### src/rtl/sfp_pkg.sv
package sfp_pkg;

    // Default largest frame size in bytes (start, key, count, payload, checksum).
    localparam int MAX_FRAME_BYTES_DEF = 64;

    // Reset values of the configuration registers.
    localparam logic [7:0] START_BYTE_RST     = 8'h2e;
    localparam logic [7:0] URGENT_KEY_A_RST   = 8'h81;
    localparam logic [7:0] URGENT_KEY_B_RST   = 8'h82;
    localparam logic [3:0] URGENT_REPEATS_RST = 4'd5;
    localparam logic [5:0] MAX_PAYLOAD_RST    = 6'd60;

    // Largest number of copies one frame may produce.
    localparam logic [3:0] MAX_COPIES = 4'd8;

    // Configuration register indexes.
    typedef enum logic [2:0] {
        CFG_START_BYTE     = 3'd0,
        CFG_URGENT_KEY_A   = 3'd1,
        CFG_URGENT_KEY_B   = 3'd2,
        CFG_URGENT_REPEATS = 3'd3,
        CFG_MAX_PAYLOAD    = 3'd4
    } cfg_index_t;

    // Parser phases.
    typedef enum logic [2:0] {
        PH_HUNT    = 3'd0,
        PH_KEY     = 3'd1,
        PH_COUNT   = 3'd2,
        PH_PAYLOAD = 3'd3,
        PH_SUM     = 3'd4
    } phase_t;

    // Configuration registers as seen by the parser.
    typedef struct packed {
        logic [7:0] start_byte;
        logic [7:0] urgent_key_a;
        logic [7:0] urgent_key_b;
        logic [3:0] urgent_repeats;
        logic [5:0] max_payload;
    } cfg_t;

    // A finished frame handed from the parser to the emitter.
    typedef struct packed {
        logic       valid;
        logic [7:0] key;
        logic [7:0] value;
        logic       err;
        logic [3:0] copies;
    } frame_event_t;

endpackage

### src/rtl/sum_checked_frame_parser.sv
// A frame's first result is offered in the cycle after its checksum byte is accepted.
// Throughput: one received byte per cycle; a checksum byte waits only while the copies
// of the previous frame drain, one per cycle while out_ready is high, up to eight per urgent frame.
// The copy counter in the emitter holds the number of copies still to drain.
// Reset (rst_n low, asynchronous) returns to hunting, clears the frame state,
// drops any pending results and restores the register defaults.
module sum_checked_frame_parser #(
    parameter int MAX_FRAME_BYTES = sfp_pkg::MAX_FRAME_BYTES_DEF
) (
    input  logic       clk,
    input  logic       rst_n,
    input  logic       cfg_we,
    input  logic [2:0] cfg_index,
    input  logic [7:0] cfg_data,
    input  logic       in_valid,
    output logic       in_ready,
    input  logic [7:0] rx_byte,
    output logic       out_valid,
    input  logic       out_ready,
    output logic [7:0] msg_key,
    output logic [7:0] msg_value,
    output logic       sum_error,
    output logic       last_copy
);

    sfp_pkg::cfg_t         cfg_reg;
    sfp_pkg::frame_event_t evt;
    logic                  at_sum;
    logic                  can_load;
    logic                  take;

    // Configuration registers.
    always_ff @(posedge clk or negedge rst_n)
    begin
        if (!rst_n)
        begin
            cfg_reg.start_byte     <= sfp_pkg::START_BYTE_RST;
            cfg_reg.urgent_key_a   <= sfp_pkg::URGENT_KEY_A_RST;
            cfg_reg.urgent_key_b   <= sfp_pkg::URGENT_KEY_B_RST;
            cfg_reg.urgent_repeats <= sfp_pkg::URGENT_REPEATS_RST;
            cfg_reg.max_payload    <= sfp_pkg::MAX_PAYLOAD_RST;
        end
        else if (cfg_we)
        begin
            unique case (cfg_index)
                sfp_pkg::CFG_START_BYTE:     cfg_reg.start_byte     <= cfg_data;
                sfp_pkg::CFG_URGENT_KEY_A:   cfg_reg.urgent_key_a   <= cfg_data;
                sfp_pkg::CFG_URGENT_KEY_B:   cfg_reg.urgent_key_b   <= cfg_data;
                sfp_pkg::CFG_URGENT_REPEATS: cfg_reg.urgent_repeats <= cfg_data[3:0];
                sfp_pkg::CFG_MAX_PAYLOAD:    cfg_reg.max_payload    <= cfg_data[5:0];
                default: ;
            endcase
        end
    end

    // Only the checksum byte needs room in the emitter.
    assign in_ready = !at_sum || can_load;
    assign take     = in_valid && in_ready;

    sfp_parser #(
        .MAX_FRAME_BYTES(MAX_FRAME_BYTES)
    ) u_parser (
        .clk     (clk),
        .rst_n   (rst_n),
        .cfg     (cfg_reg),
        .take    (take),
        .rx_byte (rx_byte),
        .at_sum  (at_sum),
        .evt     (evt)
    );

    sfp_emitter u_emitter (
        .clk       (clk),
        .rst_n     (rst_n),
        .evt       (evt),
        .can_load  (can_load),
        .out_valid (out_valid),
        .out_ready (out_ready),
        .msg_key   (msg_key),
        .msg_value (msg_value),
        .sum_error (sum_error),
        .last_copy (last_copy)
    );

    // An error request is always a single, final copy with cleared fields.
    a_err_single: assert property (@(posedge clk) disable iff (!rst_n)
        out_valid && sum_error |-> last_copy && (msg_key == 8'd0) && (msg_value == 8'd0))
        else $error("checksum error request is not a single cleared copy");

    // Taking a non-final copy leaves another copy of the same good message.
    a_more_copies: assert property (@(posedge clk) disable iff (!rst_n)
        out_valid && out_ready && !last_copy |=>
            out_valid && !sum_error && $stable(msg_key) && $stable(msg_value))
        else $error("repeated message lost or changed between copies");

    // A checksum byte is only taken when the emitter has room for its request.
    a_load_room: assert property (@(posedge clk) disable iff (!rst_n)
        evt.valid |-> can_load)
        else $error("frame result loaded over a pending request");

    // An accepted checksum byte always yields a request in the next cycle.
    a_sum_result: assert property (@(posedge clk) disable iff (!rst_n)
        take && at_sum |=> out_valid)
        else $error("checksum byte produced no request");

endmodule

### src/rtl/sfp_parser.sv
module sfp_parser #(
    parameter int MAX_FRAME_BYTES = sfp_pkg::MAX_FRAME_BYTES_DEF
) (
    input  logic                 clk,
    input  logic                 rst_n,
    input  sfp_pkg::cfg_t        cfg,
    input  logic                 take,
    input  logic [7:0]           rx_byte,
    output logic                 at_sum,
    output sfp_pkg::frame_event_t evt
);

    // Hard cap on the payload count set by the frame size.
    localparam logic [8:0] CountLimit = 9'(MAX_FRAME_BYTES - 4);

    sfp_pkg::phase_t phase_reg, phase_next;
    logic [7:0] key_reg, key_next;
    logic [5:0] left_reg, left_next;
    logic [7:0] sum_reg, sum_next;
    logic [7:0] value_reg, value_next;
    logic       taken_reg, taken_next;

    logic [7:0] frame_value;
    logic       urgent;
    logic [3:0] reps;

    assign at_sum = (phase_reg == sfp_pkg::PH_SUM);

    // Copy count for urgent keys, clamped to one through eight.
    assign urgent = (key_reg == cfg.urgent_key_a) || (key_reg == cfg.urgent_key_b);
    always_comb
    begin
        if (cfg.urgent_repeats == 4'd0)
            reps = 4'd1;
        else if (cfg.urgent_repeats > sfp_pkg::MAX_COPIES)
            reps = sfp_pkg::MAX_COPIES;
        else
            reps = cfg.urgent_repeats;
    end

    // The byte at frame position three is the checksum when no payload came.
    assign frame_value = taken_reg ? value_reg : rx_byte;

    // Frame event, produced on the checksum byte.
    always_comb
    begin
        evt.valid  = take && at_sum;
        evt.err    = (rx_byte != sum_reg);
        evt.key    = evt.err ? 8'd0 : key_reg;
        evt.value  = evt.err ? 8'd0 : frame_value;
        evt.copies = (evt.err || !urgent) ? 4'd1 : reps;
    end

    // Phase sequencing and frame bookkeeping.
    always_comb
    begin
        phase_next = phase_reg;
        key_next   = key_reg;
        left_next  = left_reg;
        sum_next   = sum_reg;
        value_next = value_reg;
        taken_next = taken_reg;
        if (take)
        begin
            unique case (phase_reg)
                sfp_pkg::PH_KEY:
                begin
                    key_next   = rx_byte;
                    sum_next   = rx_byte;
                    taken_next = 1'b0;
                    value_next = 8'd0;
                    phase_next = sfp_pkg::PH_COUNT;
                end
                sfp_pkg::PH_COUNT:
                begin
                    if ((rx_byte > {2'b00, cfg.max_payload}) || ({1'b0, rx_byte} > CountLimit))
                        phase_next = sfp_pkg::PH_HUNT;
                    else
                    begin
                        sum_next   = sum_reg + rx_byte;
                        left_next  = rx_byte[5:0];
                        phase_next = (rx_byte[5:0] == 6'd0) ? sfp_pkg::PH_SUM
                                                             : sfp_pkg::PH_PAYLOAD;
                    end
                end
                sfp_pkg::PH_PAYLOAD:
                begin
                    sum_next = sum_reg + rx_byte;
                    if (!taken_reg)
                    begin
                        value_next = rx_byte;
                        taken_next = 1'b1;
                    end
                    left_next = left_reg - 6'd1;
                    if (left_reg == 6'd1)
                        phase_next = sfp_pkg::PH_SUM;
                end
                sfp_pkg::PH_SUM:
                begin
                    phase_next = sfp_pkg::PH_HUNT;
                    if (!taken_reg)
                    begin
                        value_next = rx_byte;
                        taken_next = 1'b1;
                    end
                end
                default:
                begin
                    phase_next = (rx_byte == cfg.start_byte) ? sfp_pkg::PH_KEY
                                                             : sfp_pkg::PH_HUNT;
                end
            endcase
        end
    end

    // State registers.
    always_ff @(posedge clk or negedge rst_n)
    begin
        if (!rst_n)
        begin
            phase_reg <= sfp_pkg::PH_HUNT;
            key_reg   <= 8'd0;
            left_reg  <= 6'd0;
            sum_reg   <= 8'd0;
            value_reg <= 8'd0;
            taken_reg <= 1'b0;
        end
        else
        begin
            phase_reg <= phase_next;
            key_reg   <= key_next;
            left_reg  <= left_next;
            sum_reg   <= sum_next;
            value_reg <= value_next;
            taken_reg <= taken_next;
        end
    end

endmodule

### src/rtl/sfp_emitter.sv
module sfp_emitter (
    input  logic                  clk,
    input  logic                  rst_n,
    input  sfp_pkg::frame_event_t evt,
    output logic                  can_load,
    output logic                  out_valid,
    input  logic                  out_ready,
    output logic [7:0]            msg_key,
    output logic [7:0]            msg_value,
    output logic                  sum_error,
    output logic                  last_copy
);

    logic [3:0] cnt_reg, cnt_next;
    logic [7:0] key_reg, key_next;
    logic [7:0] value_reg, value_next;
    logic       err_reg, err_next;
    logic       pop;

    assign out_valid = (cnt_reg != 4'd0);
    assign last_copy = (cnt_reg == 4'd1);
    assign msg_key   = key_reg;
    assign msg_value = value_reg;
    assign sum_error = err_reg;
    assign pop       = out_valid && out_ready;

    // A new frame may load once the final copy is leaving or nothing is held.
    assign can_load = !out_valid || (pop && last_copy);

    // Copy counter and held message.
    always_comb
    begin
        cnt_next   = cnt_reg;
        key_next   = key_reg;
        value_next = value_reg;
        err_next   = err_reg;
        if (evt.valid)
        begin
            cnt_next   = evt.copies;
            key_next   = evt.key;
            value_next = evt.value;
            err_next   = evt.err;
        end
        else if (pop)
            cnt_next = cnt_reg - 4'd1;
    end

    always_ff @(posedge clk or negedge rst_n)
    begin
        if (!rst_n)
            cnt_reg <= 4'd0;
        else
            cnt_reg <= cnt_next;
    end

    always_ff @(posedge clk)
    begin
        key_reg   <= key_next;
        value_reg <= value_next;
        err_reg   <= err_next;
    end

endmodule
### config.mk
export PLATFORM = sky130hd
export DESIGN_NAME = sum_checked_frame_parser
export DESIGN_NICKNAME = d
export VERILOG_FILES = /design/src/rtl/sfp_pkg.sv /design/src/rtl/sum_checked_frame_parser.sv /design/src/rtl/sfp_parser.sv /design/src/rtl/sfp_emitter.sv
export SDC_FILE = /design/constraint.sdc
export NUM_CORES = 1
export LEC_CHECK = 0
export ABC_AREA = 1
export BUFFER_PORTS_ARGS = -buffer_cell sky130_fd_sc_hd__buf_2
export CORE_ASPECT_RATIO = 1.2
export CORE_MARGIN = 8
export CORE_UTILIZATION = 54
export DETAILED_ROUTE_END_ITERATION = 16
export GPL_TIMING_DRIVEN = 0
export PLACE_DENSITY = 0.79
export SYNTH_ARGS = -nofsm -noshare
export SYNTH_HDL_FRONTEND = slang
export SYNTH_SLANG_ARGS = --single-unit
### constraint.sdc
create_clock -name clk -period 1.9 [get_ports clk]
set_input_delay 0.095 -clock clk [delete_from_list [all_inputs] [get_ports clk]]
set_output_delay 0.095 -clock clk [all_outputs]
set_load 0.005 [all_outputs]
Word level (Yosys, flattened, before mapping). Cells that the tools add are included.

Divide/modulo/power cells: 0. Shift-type cells: 0. Order comparisons: 3. $add $sub $neg: 3. Muxes and demuxes: 17. Equal/unequal tests: 16. Multipliers: 0. Bitwise logic cells: 0. Reduce and logical (&&, ||, !) cells: 31.

Operators with widths (number): 8-bit equality test (3); 8-bit one-hot mux with 3 select lines (1); 4-bit 2-to-1 mux (5); 8-bit 2-to-1 mux (2); 8-bit one-hot mux with 2 select lines (1); 2-bit AND reduction (8); 3-bit by 2-bit equality test with 1-bit output (second input constant) (4); 3-bit one-hot mux with 4 select lines (1); 6-bit one-hot mux with 2 select lines (1); 3-bit 2-to-1 mux (3); 8-bit adder (1); 8-bit by 6-bit greater-than comparator with 1-bit output (1); 8-bit by 6-bit greater-than comparator with 1-bit output (second input constant) (1); 8-bit inequality test (1); 3-bit by 1-bit equality test with 1-bit output (second input constant) (2); 3-bit equality test (second input constant) (2); 6-bit by 1-bit equality test with 1-bit output (second input constant) (1); 6-bit zero test (1); 6-bit 2-to-1 mux (1); 3-bit AND reduction (2); 2-bit nonzero test (3); 6-bit by 1-bit subtractor with 6-bit output (second input constant) (1); 1-bit logical OR (5); 4-bit by 1-bit equality test with 1-bit output (second input constant) (1); 13 further kinds (18).

Output and inout port bits: 20. Memory bits (writable): 0. Bits in latches: 0. Memories kept: 0. Register bits: 89. Bits of input ports: 24. ROM bits: 0.

Longest topological paths before layout. Gate-level depths: netlist (run 1).

Word-level depth: 8. Mapped depth: 15. Gate-level depth less buffers: 15.

By module. From an unflattened synthesis (run 1), not the netlist that was laid out.

Cells, all modules: 649. Area total of the unflattened synthesis: 5119.9 µm².

By module, submodules not included: sfp_parser (sequential area each 850.8 µm², area an instance 2865.2 µm², cells an instance 430, instances 1); sum_checked_frame_parser (sequential area each 868.3 µm², area an instance 1438.9 µm², cells an instance 159, instances 1); sfp_emitter (sequential area each 610.6 µm², area an instance 815.8 µm², cells an instance 60, instances 1).

Worst setup path after synthesis (run 1). No wires, ideal clock.

Path type: reg-to-reg. From: register u_emitter.cnt_reg[0]. To: register u_emitter.key_reg[0], in the netlist u_emitter.msg_key[0], enable pin. Path buffers: 0. Setup time: 0.374 ns. Required time: 1.526 ns. Cell stages (with the launch flop): 7. Setup slack: 0.071 ns. Period minus slack after synthesis: 1.829 ns. Arrival: 1.455 ns. Cells stage by stage: dfrtp_1 inv_1 ha_1 nand2_1 o21ai_0 nand3_1 inv_1.

RTL lines: start, declared (RTL line sfp_emitter.sv:14) `logic [3:0] cnt_reg, cnt_next;`; start signal, assigned (RTL line sfp_emitter.sv:53) `cnt_reg <= cnt_next;`; end signal, assigned (RTL line sfp_emitter.sv:58) `key_reg <= key_next;`; end, declared (RTL line sfp_emitter.sv:15) `logic [7:0] key_reg, key_next;`.

Worst setup path in the final report (run 1).
From: register cfg_reg[3] (netlist name). To: register u_parser.sum_reg[5].

Word-level cells in the longest chain between the ends: 4.

RTL lines: start, declared (RTL line sum_checked_frame_parser.sv:26) `sfp_pkg::cfg_t cfg_reg;`; 8-bit by 6-bit greater-than comparator with 1-bit output (RTL line sfp_parser.sv:76) `if ((rx_byte > {2'b00, cfg.max_payload}) || ({1'b0, rx_byte} > CountLimit))`; 1-bit logical OR (RTL line sfp_parser.sv:76); 2-bit inequality test (no source line); 3-bit AND reduction (no source line); end signal, assigned (RTL line sfp_parser.sv:133) `sum_reg <= sum_next;`; end, declared (RTL line sfp_parser.sv:19) `logic [7:0] sum_reg, sum_next;`.

No other way between the ends. A chain may end at the register's enable or synchronous reset.

==> impl_metrics.env, run 1 <==
export IMPL_status="finished, violations left"
export IMPL_failed_checks="negative setup slack"
export IMPL_die_width_um=102.3
export IMPL_insertedDiodeCount=0
export IMPL_setup_violations=5
export IMPL_synth_area_leaders="dfrtp_1 30%, nand2_1 14%, edfxtp_1 11%"
export IMPL_drt_wl_total_um=12110
export IMPL_htree_num_levels=3
export IMPL_path_max_fanout=6
export IMPL_layout_drive_gt1_share=0.2057
export IMPL_clock_path_buffers=2
export IMPL_post_route_util=0.6632
export IMPL_placed_area_um2=5213
export IMPL_p_leak_nw=2.725
export IMPL_dr_pass1_iters=6
export IMPL_vias_per_cell=5.402
export IMPL_post_drt_wl_per_cell_um=15.47
export IMPL_start_kind="register"
export IMPL_top_layer="met4"
export IMPL_finalCritPeriodShare=1.009
export IMPL_slew_headroom=0.6364
export IMPL_initial_core_util=0.5599
export IMPL_async_flop_share=0.8090
export IMPL_cp_end_kind="register"
export IMPL_final_antenna_net_count=0
export IMPL_required_ns=2.17
export IMPL_synth_seq_cells=89
export IMPL_ios=44
export IMPL_min_path_type="in2reg"
export IMPL_yosysTopAreaCell="dfrtp_1"
export IMPL_ys_warn_count=0
export IMPL_numCtsBuffers=9
export IMPL_std_cell_rows=37
export IMPL_grt_first_pass_wirelength_um=19130
export IMPL_fp_coreArea_um2=8611
export IMPL_finalClockSkew_ns=0.008473
export IMPL_post_route_drc_count=0
export IMPL_dp_hpwl_um=8350
export IMPL_vdd_drop_max_uv=464.3
export IMPL_fin_crit_ns=1.917
export IMPL_power_per_cell_area_nw_per_um2=963.6
export IMPL_area_delta_synth_final_pct=18.45
export IMPL_grt_max_degree=73
export IMPL_syn_inst=595
export IMPL_syn_num_nets=637
export IMPL_vias=4230
export IMPL_critPathKind="reg2reg"
export IMPL_grt_pass1_vias=4118
export IMPL_die_h_um=119.5
export IMPL_drtIter0Drc=350
export IMPL_io_buffers=43
export IMPL_gp_congestion=0.8665
export IMPL_antenna_found_initial=0
export IMPL_die_area_um2=12220
export IMPL_yosysTopAreaCellShare=0.3011
export IMPL_cap_violations=0
export IMPL_cp_arrival_ns=2.18
export IMPL_worst_pin_slew_ns=0.5438
export IMPL_fmax_mhz=521.7
export IMPL_synth_main_ff_cell="dfrtp_1"
export IMPL_rsz0062_at_grt="yes"
export IMPL_root_buffer="clkbuf_8"
export IMPL_clk_pin_slew_worst_paths_ns=0.09
export IMPL_met1Wirelength_um=4934
export IMPL_fin_ws_ns=-0.01673
export IMPL_syn_avg_cell_area_um2=8.102
export IMPL_synth_cell_types=32
export IMPL_cts_sink_count=89
export IMPL_nets=703
export IMPL_largest_reg_flops=34
export IMPL_grt_total_usage=0.1969
export IMPL_fin_area_um2=5710
export IMPL_netlist_area_um2=4821
export IMPL_hold_violations=0
export IMPL_tritoncts="built"
export IMPL_wl_met3_um=818
export IMPL_yosysSeqAreaShare=0.4833
export IMPL_grt_overflow_total=0
export IMPL_clk_latency_ns=0.37
export IMPL_final_max_slew_violation_count=0
export IMPL_synth_edff_count=17
export IMPL_met2_length_um=6051
cell usage after synthesis (all sizes together), types with 8 or more instances:
library cell / number
a21oi: 9
dfrtp: 58
dfstp: 14
edfxtp: 17
ha: 17
inv: 82
nand2: 182
nand3: 30
nand4: 15
nor2: 46
nor3: 8
o21ai: 68
o22ai: 9
xnor2: 17
metal layers:
metal	GRT usage	vias up
met5	0	-
met4	0.09752	0
met2	0.3264	161
met3	0.03008	27
met1	0.2422	2001
li1	-	2041
worst paths after layout:
check / startpoint / end / slack, ns / depth (start not counted)
max: cfg_reg[3] / u_parser.sum_reg[5] / -0.02 / 14
min: cfg_data[7] / cfg_reg[17] / 0.01 / 3
max reg2reg: cfg_reg[3] / u_parser.sum_reg[5] / -0.02 / 14
min reg2reg: u_parser.sum_reg[4] / u_parser.sum_reg[4] / 0.49 / 2
max in group asynchronous: rst_n / cfg_reg[6] / 1.31 / 3
min in group asynchronous: rst_n / cfg_reg[0] / 0.27 / 3
critical path: stages, from the launching register on:
cell and delay (ns):
dfstp_2 0.55, inv_2 0.05, ha_4 0.27, nand2_2 0.05
inv_2 0.05, nand2_1 0.04, nand2_1 0.05, nand2_1 0.05
nand2_1 0.08, nand2_2 0.10, nand2_4 0.11, nand2_8 0.09
clkbuf_16 0.19, nand3_1 0.06, nand2_1 0.05
layout by cell type (no fill, tap or decap), types with 15 or more instances in the layout:
| cell type | instances |
|---|---|
| xnor2_1 | 17 |
| nor2_1 | 39 |
| edfxtp_1 | 17 |
| nand4_1 | 15 |
| inv_1 | 72 |
| o21ai_0 | 64 |
| nand3_1 | 17 |
| nand2_1 | 170 |
| buf_2 | 43 |
| dfrtp_1 | 58 |
stage by stage:
step                setup WS (ns)  setup TNS, ns  total power, mW  cells  hold slack [ns]
floorplan                 0.07092              0            3.741    595          -0.2006
global placement          -0.1564         -4.384            4.056    755           0.3852
detailed placement        -0.2476         -6.296            4.160    756           0.1399
CTS                       0.02048              0            5.378    777         0.006181
global route             -0.07688        -0.6303            5.860    783          0.04881
finish                   -0.01673       -0.03270            5.503    783          0.01416
repair_timing:
| action | 4_1_cts | 5_1_grt |
|---|---|---|
| pin swaps | 1 | 23 |
| gates cloned | 1 | 1 |
| buffers inserted | 3 | 5 |
| hold buffers | 1 | 0 |
| resized for setup | 11 | 39 |
| endpoints found under the hold margin | 58 | 0 |
| setup endpoints to repair | 41 | 45 |
report_power, final:
group / internal [mW] / switching, mW / total (mW)
registers: 2.34 / 0.302 / 2.65
logic: 0.682 / 0.957 / 1.64
clock network: 0.519 / 0.698 / 1.22
cells by family after synthesis:
kind of cell | count (synthesis) | share of synthesized area
AO/OA/AOI/OAI | 92 | 0.1049
buffers and inverters | 92 | 0.07371
adder cells (fa/ha/maj) | 18 | 0.04827
AND/OR/NAND/NOR | 281 | 0.2481
XOR/XNOR | 23 | 0.04178
flip-flops | 89 | 0.4833
final cells by class:
type                            instances  area [um^2]
Clock buffer                           11        141.4
Timing Repair Buffer                   54        356.6
Timing Repair inverter                  1        7.507
Tap cell                              117        146.4
Sequential cell                        89         2330
Clock inverter                          5        40.04
Inverter                               82        314.1
Fill cell                             702         2900
Buffer                                 10        57.56
Multi-Input combinational cell        414         2317
No activity file was read; power rests on OpenSTA's default activity.
==> run 2, diff against run 1 <==
--- a/config.mk
+++ b/config.mk
@@ -7,12 +7,13 @@
 export LEC_CHECK = 0
 export ABC_AREA = 1
 export BUFFER_PORTS_ARGS = -buffer_cell sky130_fd_sc_hd__buf_2
-export CORE_ASPECT_RATIO = 1.2
+export CORE_ASPECT_RATIO = 0.7
 export CORE_MARGIN = 8
 export CORE_UTILIZATION = 54
 export DETAILED_ROUTE_END_ITERATION = 16
 export GPL_TIMING_DRIVEN = 0
 export PLACE_DENSITY = 0.79
+export SKIP_CTS_REPAIR_TIMING = 1
 export SYNTH_ARGS = -nofsm -noshare
 export SYNTH_HDL_FRONTEND = slang
 export SYNTH_SLANG_ARGS = --single-unit
==> run 2 against run 1 <==
Against the previous run: clock skew is 0.00054 ns higher; critical path type unchanged; critical path depth is 2 lower; power is 9.9% higher; register-to-register slack better by 0.04 ns; worst setup slack better by 0.044 ns; fmax is 2.3% higher; clock power is 45% higher; via count is 1.1% higher; die area is 0.28% higher; final cell count is 1.0% higher; largest power group unchanged; design area is 2.1% higher; the flow now finishes without violations.
==> impl_metrics.env, run 2 (synthesis results as in run 1) <==
export IMPL_io_buffers=43
export IMPL_hold_depth=3
export IMPL_r2r_start="cfg_reg[5]"
export IMPL_power_frac_seq=0.440
export IMPL_cp_end_kind="register"
export IMPL_final_max_slew_violation_count=0
export IMPL_root_buffer="clkbuf_16"
export IMPL_vias=4275
export IMPL_p_switching_mw=2.004
export IMPL_critPathKind="reg2reg"
export IMPL_clk_pin_slew_worst_paths_ns=0.07
export IMPL_numCtsBuffers=9
export IMPL_cap_violations=0
export IMPL_fp_coreArea_um2=8853
export IMPL_die_width_um=128.9
export IMPL_drt_wl_total_um=12460
export IMPL_insertedDiodeCount=0
export IMPL_grt_total_usage=0.2099
export IMPL_total_power_mw=6.045
export IMPL_worst_r2r_endpoint="u_parser.sum_reg[7]"
export IMPL_final_common_cell="nand2_1"
export IMPL_gp_congestion=0.8981
export IMPL_final_antenna_net_count=0
export IMPL_p_leak_nw=2.766
export IMPL_cp_arrival_ns=2.12
export IMPL_post_route_drc_count=0
export IMPL_die_h_um=95.05
export IMPL_power_per_cell_area_nw_per_um2=1037
export IMPL_vias_per_cell=5.405
export IMPL_fillCellCount=752
export IMPL_std_cell_rows=29
export IMPL_setup_violations=0
export IMPL_post_drt_wl_per_cell_um=15.75
export IMPL_status="complete, no violations"
export IMPL_nets=704
export IMPL_use_met2=0.3304
export IMPL_layout_common_cells="168 x nand2_1, 72 x inv_1, 64 x o21ai_0"
export IMPL_holdCritStartpoint="cfg_data[7]"
export IMPL_clk_latency_ns=0.35
export IMPL_finalCritPeriodShare=0.9858
export IMPL_initial_core_util=0.5445
export IMPL_r2r_cells=12
export IMPL_htree_num_levels=3
export IMPL_vdd_drop_max_uv=654.3
export IMPL_grt_max_degree=73
export IMPL_dr_pass1_iters=6
export IMPL_antenna_found_initial=0
export IMPL_area_delta_synth_final_pct=20.94
export IMPL_largest_reg_flops=34
export IMPL_die_area_um2=12250
export IMPL_grt_first_pass_wirelength_um=20210
export IMPL_reg2reg_setup_slack_ns=0.03
export IMPL_slew_headroom=0.3760
export IMPL_tritoncts="built"
export IMPL_hold_violations=0
export IMPL_clockPowerShare=0.293
export IMPL_clock_path_buffers=2
export IMPL_fin_crit_ns=1.873
export IMPL_min_path_type="in2reg"
export IMPL_power_internal_mw=4.041
export IMPL_finalClockSkew_ns=0.009012
export IMPL_required_ns=2.14
export IMPL_path_max_fanout=7
export IMPL_layout_drive_gt1_share=0.2099
export IMPL_comb_power_share=0.267
export IMPL_p_sw_frac=0.3316
export IMPL_ios=44
export IMPL_post_route_util=0.6586
export IMPL_drtIter0Drc=471
export IMPL_dp_hpwl_um=8650
export IMPL_grt_use_met1=0.2830
export IMPL_rsz0062_at_grt="yes"
export IMPL_fmax_mhz=533.9
export IMPL_grtUsageMet3=0.05251
export IMPL_top_usage_layer="met2"
export IMPL_worst_pin_slew_ns=0.9360
export IMPL_grt_pass1_vias=4062
export IMPL_start_kind="register"
export IMPL_min_to="cfg_reg[25]"
export IMPL_grt_overflow_total=0
export IMPL_cts_sink_count=89
export IMPL_timing_hold_ws_ns=0.02992
[run 2: final cells by class]
| type | instances | area, um^2 | share of cell area |
|---|---|---|---|
| Tap cell | 124 | 155.1 | 0.02661 |
| Timing Repair Buffer | 54 | 324.1 | 0.05558 |
| Buffer | 10 | 57.56 | 0.009871 |
| Clock inverter | 6 | 67.56 | 0.01159 |
| Timing Repair inverter | 2 | 15.01 | 0.002575 |
| Inverter | 82 | 314.1 | 0.05386 |
| Multi-Input combinational cell | 414 | 2338 | 0.4011 |
| Clock buffer | 10 | 229.0 | 0.03927 |
| Sequential cell | 89 | 2330 | 0.3996 |
[run 2: how the worst max path moves through the flow]
stage,start,endpoint,slack [ns],depth (start not counted)
2_1_floorplan,u_emitter.cnt_reg[0],u_emitter.msg_key[0],0.07,6
3_3_place_gp,u_emitter.cnt_reg[0],u_emitter.cnt_reg[0],-0.16,9
3_5_place_dp,u_emitter.cnt_reg[0],u_emitter.cnt_reg[0],-0.23,9
4_1_cts,u_emitter.cnt_reg[0],u_emitter.cnt_reg[3],-0.30,8
5_1_grt,u_emitter.cnt_reg[2],u_parser.sum_reg[0],-0.11,8
6_report,cfg_reg[5],u_parser.sum_reg[7],0.03,12
[run 2: per-stage QoR]
stage	area, um^2	instances	TNS, ns	setup WS [ns]
finish	5831	791	0	0.02691
global route	5831	791	-1.183	-0.1140
CTS	5490	778	-6.600	-0.2971
detailed placement	5194	762	-5.814	-0.2269
global placement	5191	762	-3.899	-0.1563
floorplan	4821	595	0	0.07092
[run 2: layer usage]
metal  part of all wire  vias up
li1                   -     2060
met1               0.45     2044
met2               0.46      151
met3              0.077       20
met4              0.014        0
met5                  0        -
[run 2: power groups by stage]
| stage | registers (mW) | logic [mW] | clock network [mW] |
|---|---|---|---|
| global route | 2.70 | 1.87 | 1.87 |
| detailed placement | 2.67 | 1.48 | 0 |
| finish | 2.66 | 1.62 | 1.77 |
| floorplan | 2.58 | 1.16 | 0 |
| global placement | 2.65 | 1.41 | 0 |
| CTS | 2.64 | 1.50 | 1.79 |
[run 2: worst max-delay path, stage by stage, from the launching register on]
cell       delay [ns]
dfstp_2          0.54
inv_2            0.05
ha_4             0.26
nand2_1          0.06
nor2_2           0.11
nand2_1          0.06
nand2_1          0.07
nand2_2          0.10
nand2_4          0.11
nand2_8          0.10
clkbuf_16        0.19
nand3_2          0.07
nand2_1          0.05
==> run 3, diff against run 2 <==
--- a/config.mk
+++ b/config.mk
@@ -7,12 +7,13 @@
 export LEC_CHECK = 0
 export ABC_AREA = 1
 export BUFFER_PORTS_ARGS = -buffer_cell sky130_fd_sc_hd__buf_2
+export CAP_MARGIN = 20
 export CORE_ASPECT_RATIO = 0.7
 export CORE_MARGIN = 8
-export CORE_UTILIZATION = 54
+export CORE_UTILIZATION = 60
 export DETAILED_ROUTE_END_ITERATION = 16
 export GPL_TIMING_DRIVEN = 0
-export PLACE_DENSITY = 0.79
+export PLACE_DENSITY = 0.83
 export SKIP_CTS_REPAIR_TIMING = 1
 export SYNTH_ARGS = -nofsm -noshare
 export SYNTH_HDL_FRONTEND = slang
==> constraint.sdc (replaced) <==
create_clock -name clk -period 2.1 [get_ports clk]
set_input_delay 0.105 -clock clk [delete_from_list [all_inputs] [get_ports clk]]
set_output_delay 0.105 -clock clk [all_outputs]
set_load 0.005 [all_outputs]
==> run 3 against run 2 <==
Against the previous run: worst setup slack improved by 0.13 ns; flip-flop and latch count is the same; fmax down 3.7%; clock-buffer cell count is 2 higher; die area down 8.6%; power shrank 9.6%; hold slack got worse by 0.00052 ns; register-to-register slack gained 0.13 ns; routed wire length fell by 2.0%.
==> impl_metrics.env, run 3 (synthesis results as in run 1) <==
export IMPL_min_path_type="in2reg"
export IMPL_tritoncts="built"
export IMPL_worst_pin_slew_ns=0.9248
export IMPL_final_antenna_net_count=0
export IMPL_vias=4261
export IMPL_vdd_drop_max_uv=803.9
export IMPL_path_max_fanout=10
export IMPL_vias_per_cell=5.607
export IMPL_grt_first_pass_wirelength_um=20190
export IMPL_die_width_um=123.1
export IMPL_cp_arrival_ns=2.18
export IMPL_insertedDiodeCount=0
export IMPL_gp_congestion=0.8958
export IMPL_finalClockSkew_ns=0.005721
export IMPL_power_per_cell_area_nw_per_um2=985.6
export IMPL_fin_area_um2=5542
export IMPL_clk_pin_slew_worst_paths_ns=0.06
export IMPL_hold_depth=3
export IMPL_timing_hold_ws_ns=0.02940
export IMPL_grt_overflow_total=0
export IMPL_fillCellCount=621
export IMPL_numCtsBuffers=9
export IMPL_grt_max_degree=73
export IMPL_clk_latency_ns=0.34
export IMPL_hold_violations=0
export IMPL_dr_pass1_iters=5
export IMPL_drt_wl_total_um=12210
export IMPL_die_area_um2=11200
export IMPL_cp_end_kind="register"
export IMPL_r2r_start="cfg_reg[3]"
export IMPL_total_power_mw=5.462
export IMPL_p_leak_nw=2.723
export IMPL_grt_pass1_vias=4151
export IMPL_start_kind="register"
export IMPL_setup_tns_final_ns=0
export IMPL_status="complete, no violations"
export IMPL_antenna_found_initial=0
export IMPL_area_delta_synth_final_pct=14.95
export IMPL_std_cell_rows=27
export IMPL_htree_num_levels=3
export IMPL_layout_drive_gt1_share=0.1487
export IMPL_clock_path_buffers=2
export IMPL_min_to="cfg_reg[25]"
export IMPL_holdCritStartpoint="cfg_data[7]"
export IMPL_layout_common_cells="175 x nand2_1, 76 x inv_1, 66 x o21ai_0"
export IMPL_post_route_drc_count=0
export IMPL_finalCritPeriodShare=0.9262
export IMPL_fp_coreArea_um2=7838
export IMPL_post_drt_wl_per_cell_um=16.06
export IMPL_final_max_slew_violation_count=0
export IMPL_fin_crit_ns=1.945
export IMPL_cap_violations=0
export IMPL_required_ns=2.33
export IMPL_slew_headroom=0.3835
export IMPL_grt_total_usage=0.2274
export IMPL_dp_hpwl_um=8723
export IMPL_drtIter0Drc=375
export IMPL_setup_violations=0
export IMPL_io_buffers=43
export IMPL_ios=44
export IMPL_r2r_cells=14
export IMPL_placed_area_um2=5165
export IMPL_reg2reg_setup_slack_ns=0.16
export IMPL_cts_sink_count=89
export IMPL_fmax_mhz=514.2
export IMPL_final_common_cell="nand2_1"
export IMPL_rsz0062_at_grt="no"
export IMPL_largest_reg_flops=34
export IMPL_critPathKind="reg2reg"
export IMPL_initial_core_util=0.6151
export IMPL_die_h_um=91.00
export IMPL_nets=696
export IMPL_root_buffer="clkbuf_16"
export IMPL_worst_r2r_endpoint="u_parser.left_reg[4]"
==> run 3: final cells by class <==
cell class,instances,area (um^2),share of cell area
multi-input cells,414,2158,0.3895
repair inverters,1,7.507,0.001355
repair buffers,47,250.2,0.04516
plain buffers,10,53.80,0.009709
well taps,101,126.4,0.02280
clock inverters,4,67.56,0.01219
inverters,82,311.5,0.05622
clock buffers,12,236.5,0.04267
flip-flops and latches,89,2330,0.4204
==> run 3: power by group <==
part / internal, mW / leakage (nW) / switching, mW
clock: 1.04 / 0.146 / 0.631
sequential: 2.13 / 1.03 / 0.261
combinational: 0.568 / 1.55 / 0.841
total: 3.73 / 2.72 / 1.73
==> run 3: worst max-delay path by stage <==
| stage | start | slack (ns) | to |
|---|---|---|---|
| floorplan | u_emitter.cnt_reg[0] | 0.27 | u_emitter.msg_key[0] |
| global placement | u_emitter.cnt_reg[0] | 0.02 | u_emitter.cnt_reg[0] |
| detailed placement | u_emitter.cnt_reg[0] | -0.10 | u_emitter.cnt_reg[0] |
| CTS | u_emitter.cnt_reg[0] | -0.12 | u_emitter.cnt_reg[0] |
| global route | cfg_reg[3] | 0.02 | u_parser.left_reg[4] |
| finish | cfg_reg[3] | 0.16 | u_parser.left_reg[4] |
==> run 3: critical path, stage by stage, from the launching register on <==
cell and delay (ns):
dfstp_2 0.53, inv_1 0.04, ha_1 0.28, nand2_1 0.06, inv_1 0.07, nand2_1 0.06
nand2_1 0.06, nand2_1 0.05, nand2_1 0.07, nand2_2 0.08, nand2_1 0.11, nand2_4 0.10
buf_6 0.17, nand3_1 0.10, nand2_1 0.06
==> run 3: routing by layer <==
| metal | up-vias | global-route usage | wire length [um] |
|---|---|---|---|
| met4 | 0 | 0.07792 | 250 |
| li1 | 2040 | - | - |
| met5 | - | 0 | 0 |
| met2 | 177 | 0.3413 | 5502 |
| met1 | 2021 | 0.3150 | 5503 |
| met3 | 23 | 0.05504 | 949 |
==> run 3: per-stage QoR <==
step,std cells,setup WS (ns),utilization
after floorplan,595,0.2709,-
final,760,0.1551,0.7071
after global placement,739,0.01910,0.6587
after detailed placement,739,-0.1019,0.6590
after CTS,755,-0.1232,0.6978
after global routing,760,0.01982,0.7071
